==> config.mk <==
export PLATFORM = sky130hd
export DESIGN_NAME = bll_ctrl
export DESIGN_NICKNAME = d
export VERILOG_FILES = /design/src/bll_pkg.sv /design/src/bll_ctrl.sv
export VERILOG_INCLUDE_DIRS = /design/src /design/src/src
export SDC_FILE = /design/constraint.sdc
export NUM_CORES = 1
export LEC_CHECK = 0
export BUFFER_PORTS_ARGS = -buffer_cell sky130_fd_sc_hd__buf_4
export CORE_AREA = 10 10 54 56
export CTS_CLUSTER_SIZE = 24
export DETAILED_ROUTE_END_ITERATION = 7
export DIE_AREA = 0 0 64 66
export GPL_TIMING_DRIVEN = 0
export SLEW_MARGIN = 20
export SYNTH_ARGS = -nofsm -noshare
export SYNTH_HDL_FRONTEND = slang
export SYNTH_SLANG_ARGS = --single-unit
==> constraint.sdc <==
create_clock -name clk -period 2.55 [get_ports clk]
set_input_delay 0 -clock clk [delete_from_list [all_inputs] [get_ports clk]]
set_output_delay 0 -clock clk [all_outputs]
set_load 0.01 [all_outputs]
==> src/binary_lifting_lca_unit_macros.svh <==
`ifndef BINARY_LIFTING_LCA_UNIT_MACROS_SVH
`define BINARY_LIFTING_LCA_UNIT_MACROS_SVH

// Check a condition in the same cycle as its trigger.
`define BLL_ASSERT_NOW(label, ante, cons, msg) \
	label: assert property (@(posedge clk) disable iff (!arst_n) (ante) |-> (cons)) \
		else $error(msg);

// Check a condition in the cycle after its trigger.
`define BLL_ASSERT_NEXT(label, ante, cons, msg) \
	label: assert property (@(posedge clk) disable iff (!arst_n) (ante) |=> (cons)) \
		else $error(msg);

`endif

==> src/bll_pkg.sv <==
package bll_pkg;

	// Node numbers as they appear on the ports
	localparam int NODE_W = 10;

	// Defaults for the top-level parameters
	localparam int NODES_DEF  = 1024;
	localparam int LEVELS_DEF = 10;

	// Level counter width, enough for up to sixteen levels
	localparam int LVL_W = 4;

	// Input command codes
	localparam logic CMD_ATTACH = 1'b0;
	localparam logic CMD_QUERY  = 1'b1;

	// Datapath operation codes
	localparam int OP_W = 4;
	localparam logic [OP_W-1:0] OP_NONE = 4'd0;
	localparam logic [OP_W-1:0] OP_LOAD = 4'd1;
	localparam logic [OP_W-1:0] OP_ATT  = 4'd2;
	localparam logic [OP_W-1:0] OP_AEND = 4'd3;
	localparam logic [OP_W-1:0] OP_QDEP = 4'd4;
	localparam logic [OP_W-1:0] OP_SWAP = 4'd5;
	localparam logic [OP_W-1:0] OP_LIFT = 4'd6;
	localparam logic [OP_W-1:0] OP_LCMP = 4'd7;
	localparam logic [OP_W-1:0] OP_JUMP = 4'd8;
	localparam logic [OP_W-1:0] OP_LAST = 4'd9;
	localparam logic [OP_W-1:0] OP_ANS  = 4'd10;
	localparam logic [OP_W-1:0] OP_PUSH = 4'd11;

	// Controller to datapath
	typedef struct packed {
		logic [OP_W-1:0]  op;
		logic [LVL_W-1:0] lvl;
		logic             use_data;
	} cmd_t;

	// Datapath to controller
	typedef struct packed {
		logic a_zero;
		logic a_eq_b;
		logic out_free;
	} stat_t;

endpackage

==> src/bll_ctrl.sv <==
`include "binary_lifting_lca_unit_macros.svh"

module bll_ctrl #(
	parameter int LEVELS = bll_pkg::LEVELS_DEF
) (
	input  logic          clk,
	input  logic          arst_n,
	input  logic          in_valid,
	input  logic          command,
	output logic          in_stall,
	output bll_pkg::cmd_t cmd,
	input  bll_pkg::stat_t st
);

	localparam logic [3:0] S_IDLE = 4'd0;
	localparam logic [3:0] S_ATT  = 4'd1;
	localparam logic [3:0] S_AEND = 4'd2;
	localparam logic [3:0] S_QDEP = 4'd3;
	localparam logic [3:0] S_SWAP = 4'd4;
	localparam logic [3:0] S_LIFT = 4'd5;
	localparam logic [3:0] S_LCMP = 4'd6;
	localparam logic [3:0] S_JUMP = 4'd7;
	localparam logic [3:0] S_LAST = 4'd8;
	localparam logic [3:0] S_ANS  = 4'd9;
	localparam logic [3:0] S_DONE = 4'd10;

	localparam logic [bll_pkg::LVL_W-1:0] LVL_MAX = bll_pkg::LVL_W'(LEVELS - 1);

	logic [3:0]                state_q, state_d;
	logic [bll_pkg::LVL_W-1:0] lvl_q, lvl_d;

	assign in_stall = (state_q != S_IDLE);

	// Sequence the walk over the levels
	always_comb begin
		state_d      = state_q;
		lvl_d        = lvl_q;
		cmd.op       = bll_pkg::OP_NONE;
		cmd.lvl      = lvl_q;
		cmd.use_data = 1'b0;
		unique case (state_q)
			S_IDLE: begin
				if (in_valid) begin
					cmd.op  = bll_pkg::OP_LOAD;
					lvl_d   = '0;
					state_d = (command == bll_pkg::CMD_QUERY) ? S_QDEP : S_ATT;
				end
			end
			S_ATT: begin
				if (st.a_zero) begin
					state_d = S_IDLE;
				end else begin
					cmd.op = bll_pkg::OP_ATT;
					if (lvl_q == LVL_MAX) begin
						state_d = S_AEND;
					end else begin
						lvl_d = lvl_q + 1'b1;
					end
				end
			end
			S_AEND: begin
				cmd.op  = bll_pkg::OP_AEND;
				state_d = S_IDLE;
			end
			S_QDEP: begin
				cmd.op  = bll_pkg::OP_QDEP;
				state_d = S_SWAP;
			end
			S_SWAP: begin
				cmd.op  = bll_pkg::OP_SWAP;
				lvl_d   = LVL_MAX;
				state_d = S_LIFT;
			end
			S_LIFT: begin
				cmd.op = bll_pkg::OP_LIFT;
				if (lvl_q == '0) begin
					state_d = S_LCMP;
				end else begin
					lvl_d = lvl_q - 1'b1;
				end
			end
			S_LCMP: begin
				cmd.op = bll_pkg::OP_LCMP;
				if (st.a_eq_b) begin
					state_d = S_DONE;
				end else begin
					lvl_d   = LVL_MAX;
					state_d = S_JUMP;
				end
			end
			S_JUMP: begin
				cmd.op       = bll_pkg::OP_JUMP;
				cmd.use_data = (lvl_q != LVL_MAX);
				if (lvl_q == '0) begin
					state_d = S_LAST;
				end else begin
					lvl_d = lvl_q - 1'b1;
				end
			end
			S_LAST: begin
				cmd.op  = bll_pkg::OP_LAST;
				state_d = S_ANS;
			end
			S_ANS: begin
				cmd.op  = bll_pkg::OP_ANS;
				state_d = S_DONE;
			end
			S_DONE: begin
				if (st.out_free) begin
					cmd.op  = bll_pkg::OP_PUSH;
					state_d = S_IDLE;
				end
			end
			default: begin
				state_d = S_IDLE;
			end
		endcase
	end

	always_ff @(posedge clk or negedge arst_n) begin
		if (!arst_n) begin
			state_q <= S_IDLE;
			lvl_q   <= '0;
		end else begin
			state_q <= state_d;
			lvl_q   <= lvl_d;
		end
	end

	`BLL_ASSERT_NEXT(a_accept_busy, in_valid && !in_stall, state_q != S_IDLE, "accept left idle")
	`BLL_ASSERT_NEXT(a_lift_end, state_q == S_LIFT && lvl_q == '0, state_q == S_LCMP, "lift overrun")
	`BLL_ASSERT_NOW(a_lvl_range, state_q != S_IDLE, lvl_q <= LVL_MAX, "level out of range")

endmodule

==> metrics.md <==
| Metric | Value |
|---|---|
| Initial Util | `38.8%` |
| Startpoint class of the critical path | `flop` |
| Yosys warns | `0` |
| Pwr Total | `1210 uW` |
| Final TNS setup | `0 ps` |
| Area of the core | `0.00190 mm2` |
| Vias in the first global route | `711` |
| Delay-heaviest family, CP | `compound AO/OA/AOI/OAI gates` |
| CP Data Required Time | `2720 ps` |
| Fmax | `approximately 500 MHz` |
| Distinct cells, synth | `42` |
| Worst Tran Pin Value | `633 ps` |
| Post-layout minimum cycle time | `2010 ps` |
| Final worst path period share | `78.7%` |
| Top cell type by total area after synthesis | `dfrtp_1` |
| Global Route Usage Sum | `9.47%` |
| Synthesized net count | `98` |
| # resized after CTS | `0` |
| Avg WL per Cell | `roughly 14 um` |
| Synth top cells by count | `nand2_1, dfrtp_1, a21oi_1` |
| Vias/cell | `5.26` |
| #FFs+latches synth | `8` |
| EDFF count, synth | `0` |
| # diodes | `0` |
| Crit-path cells | `and3b_1 > buf_4 > ha_1 > o21ai_0 > nand2_1 > o22a_1 > o32a_1 > o2bb2ai_1` |
| Synth-to-layout area growth | `25.3%` |
| Post-place instance area | `892 um2` |
| Post-route cell area | `925 um2` |
| Initial antenna violation count | `0` |
| First-pass GRT wire length | `3330 um` |
| Worst Skew | `2.30 ps` |
| Leak Pwr | `about 0.00042 uW` |
| Final core utilization | `48.6%` |
| Most frequent cell after synthesis | `nand2_1` |
| Clock Pin Slew Worst Setup and Hold Paths | `50 ps` |
| Max Slew Vio Count | `0` |
| CTS Root Buffer Type | `clkbuf_4` |
| Vert. Die Dim | `~66 um` |
| Hold Vio Cnt, Final | `0` |
| H-tree depth | `1` |
| TritonCTS clock tree | `built` |
| Max cap viols | `0` |
| Hold Crit Class | `input pin to asynchronous set/reset pin` |
| Pin count of the biggest net entering global routing | `11` |
| Synth area leaders | `dfrtp_1, a21oi_1, nand2_1` |
| Syn_area_per_cell | `8.29 um2` |
| Most used DFF post-synth | `dfrtp_1` |
| Routability congestion estimate from global placement | `0.816` |
| Synth Instances | `just under 90` |
| Asr flop ratio synth | `100%` |
| Detailed Place HPWL | `around 1600 um` |
| Clock latency on the worst-skew pair | `250 ps` |
| Initial DRC count | `27` |
| Dpl ws | `548 ps` |
| Final WS setup | `542 ps` |
| Max rail drop VDD | `~0.00053 V` |
| CTS Buffer Depth | `2` |
| Pwr dens | `1310 mW/mm2` |
| Final setup fails | `0` |
| Worst path max stage delay | `450 ps` |
| Worst-path fanout max | `7` |
| Core Rows | `16` |
| WP buf/inv | `1` |
| Critical path endpoint category | `flop` |
| Setup Crit Path Kind | `flop to flop` |
| Chip width | `64 um` |
| DRC viols | `0` |
| Crit path DAT | `2180 ps` |
| IO buf count | `16` |
| Total grt overflow | `0` |
| Die area | `approximately 0.0042 mm2` |
| Status | `complete, no violations` |
| TritonCTS Sinks | `8` |
| TritonCTS buffer count | `3` |
| Vias | `716` |
| Register area share after synthesis | `27.1%` |
| I/O Pins | `17` |
| Cell area after synthesis | `738 um2` |
| Drt pass-1 iters | `4` |
| Fill cell count | `198` |
| Top cell type's share of synthesized area | `a little over a quarter` |
| WL final | `1940 um` |
| Layout cells sized above 1 | `28.4%` |
| Slew HR | `57.4%` |
| DRT antenna net count | `0` |
| RSZ-0062 raised after global routing | `false` |
| Slowest CP cell | `dfrtp_1` |
| Fin nets | `120` |
[report_power, final]
part	total, uW	switching [uW]	internal (uW)
clock	92.6	39.1	53.6
combinational	853	469	384
sequential	264	83.6	181
[registers in the layout, indices dropped and copies added, names as in the netlist]
register  cells
lvl_q         4
state_q       4
[timing repair]
item,4_1_cts,5_1_grt
hold endpoints to repair,8,0
setup endpoints to repair,0,0
hold buffers,1,0
buffers inserted,0,0
[per-layer routing]
layer	wire, um	global-route usage, %	part of all wire [%]	vias to the layer above
li1	-	-	-	379
met1	966	11.6	50	326
met2	862	15.3	45	11
met3	106	2.88	5.5	0
met4	0	3.28	0	0
met5	0	0	0	-
[worst reg2reg max path: stages (launching register included)]
cell and delay, ps:
dfrtp_1 450, and3b_1 210, buf_4 150, ha_1 320
o21ai_0 90, nand2_1 70, o22a_1 210, o32a_1 330
o2bb2ai_1 120
[final cells by class]
type                       instances  area, um2  share of cell area, %
clock buffer                       3       22.5                   2.44
tap                               27       33.8                   3.65
timing repair buffer              17        130                   14.1
sequential                         8        200                   21.7
inverter                           3       11.3                   1.22
buffer                             6       30.0                   3.25
multi-input combinational         72        497                   53.7
[cells by family (layout without fill, tap and decap cells)]
family,count (synthesis),after routing,share of synthesized area [%]
muxes,1,1,1.36
and+or+nand+nor,33,33,26.4
AOI/OAI and AO/OA,33,33,32.5
xor gates and xnor gates,3,3,3.56
adders and majority gates,2,2,3.39
DFF,8,8,27.1
buffers and inverters,9,29,5.59
[cells in the final DEF, fill, tap and decap left out, types with 2 or more instances in the layout]
| cell | synthesis | routed |
|---|---|---|
| a21o_1 | 2 | 2 |
| inv_2 | 3 | 3 |
| clkbuf_4 | 0 | 3 |
| dfrtp_1 | 8 | 8 |
| o22a_1 | 2 | 2 |
| a21oi_1 | 7 | 7 |
| buf_2 | 3 | 3 |
| o21ai_1 | 3 | 3 |
| clkbuf_1 | 2 | 2 |
| buf_4 | 1 | 17 |
| nand2b_1 | 2 | 2 |
| o21a_1 | 2 | 2 |
| xor2_1 | 2 | 2 |
| nor2b_1 | 2 | 2 |
| o21ai_0 | 4 | 4 |
| o22ai_1 | 2 | 2 |
| nand2_1 | 9 | 9 |
| nor3_1 | 5 | 5 |
| ha_1 | 2 | 2 |
| nor2_1 | 5 | 5 |
[metrics by stage]
step / std cells / hold WS, ps
final: 136 / 98.5
after floorplan: 89 / -296
after CTS: 136 / 90.3
after detailed placement: 132 / -176
after global placement: 132 / -178
after global routing: 136 / 111
[path summary, 6_finish.rpt]
check                            from    endpoint  slack (ps)  cells after the start
max                        state_q[0]    lvl_q[3]         540                      8
min                            arst_n    lvl_q[0]         100                      2
max reg2reg                state_q[0]    lvl_q[3]         540                      8
min reg2reg                  lvl_q[2]    lvl_q[2]         580                      2
max in group asynchronous      arst_n  state_q[0]        2320                      2
min in group clk                st[1]  state_q[0]         150                      4
No activity file was read; power rests on OpenSTA's default activity.
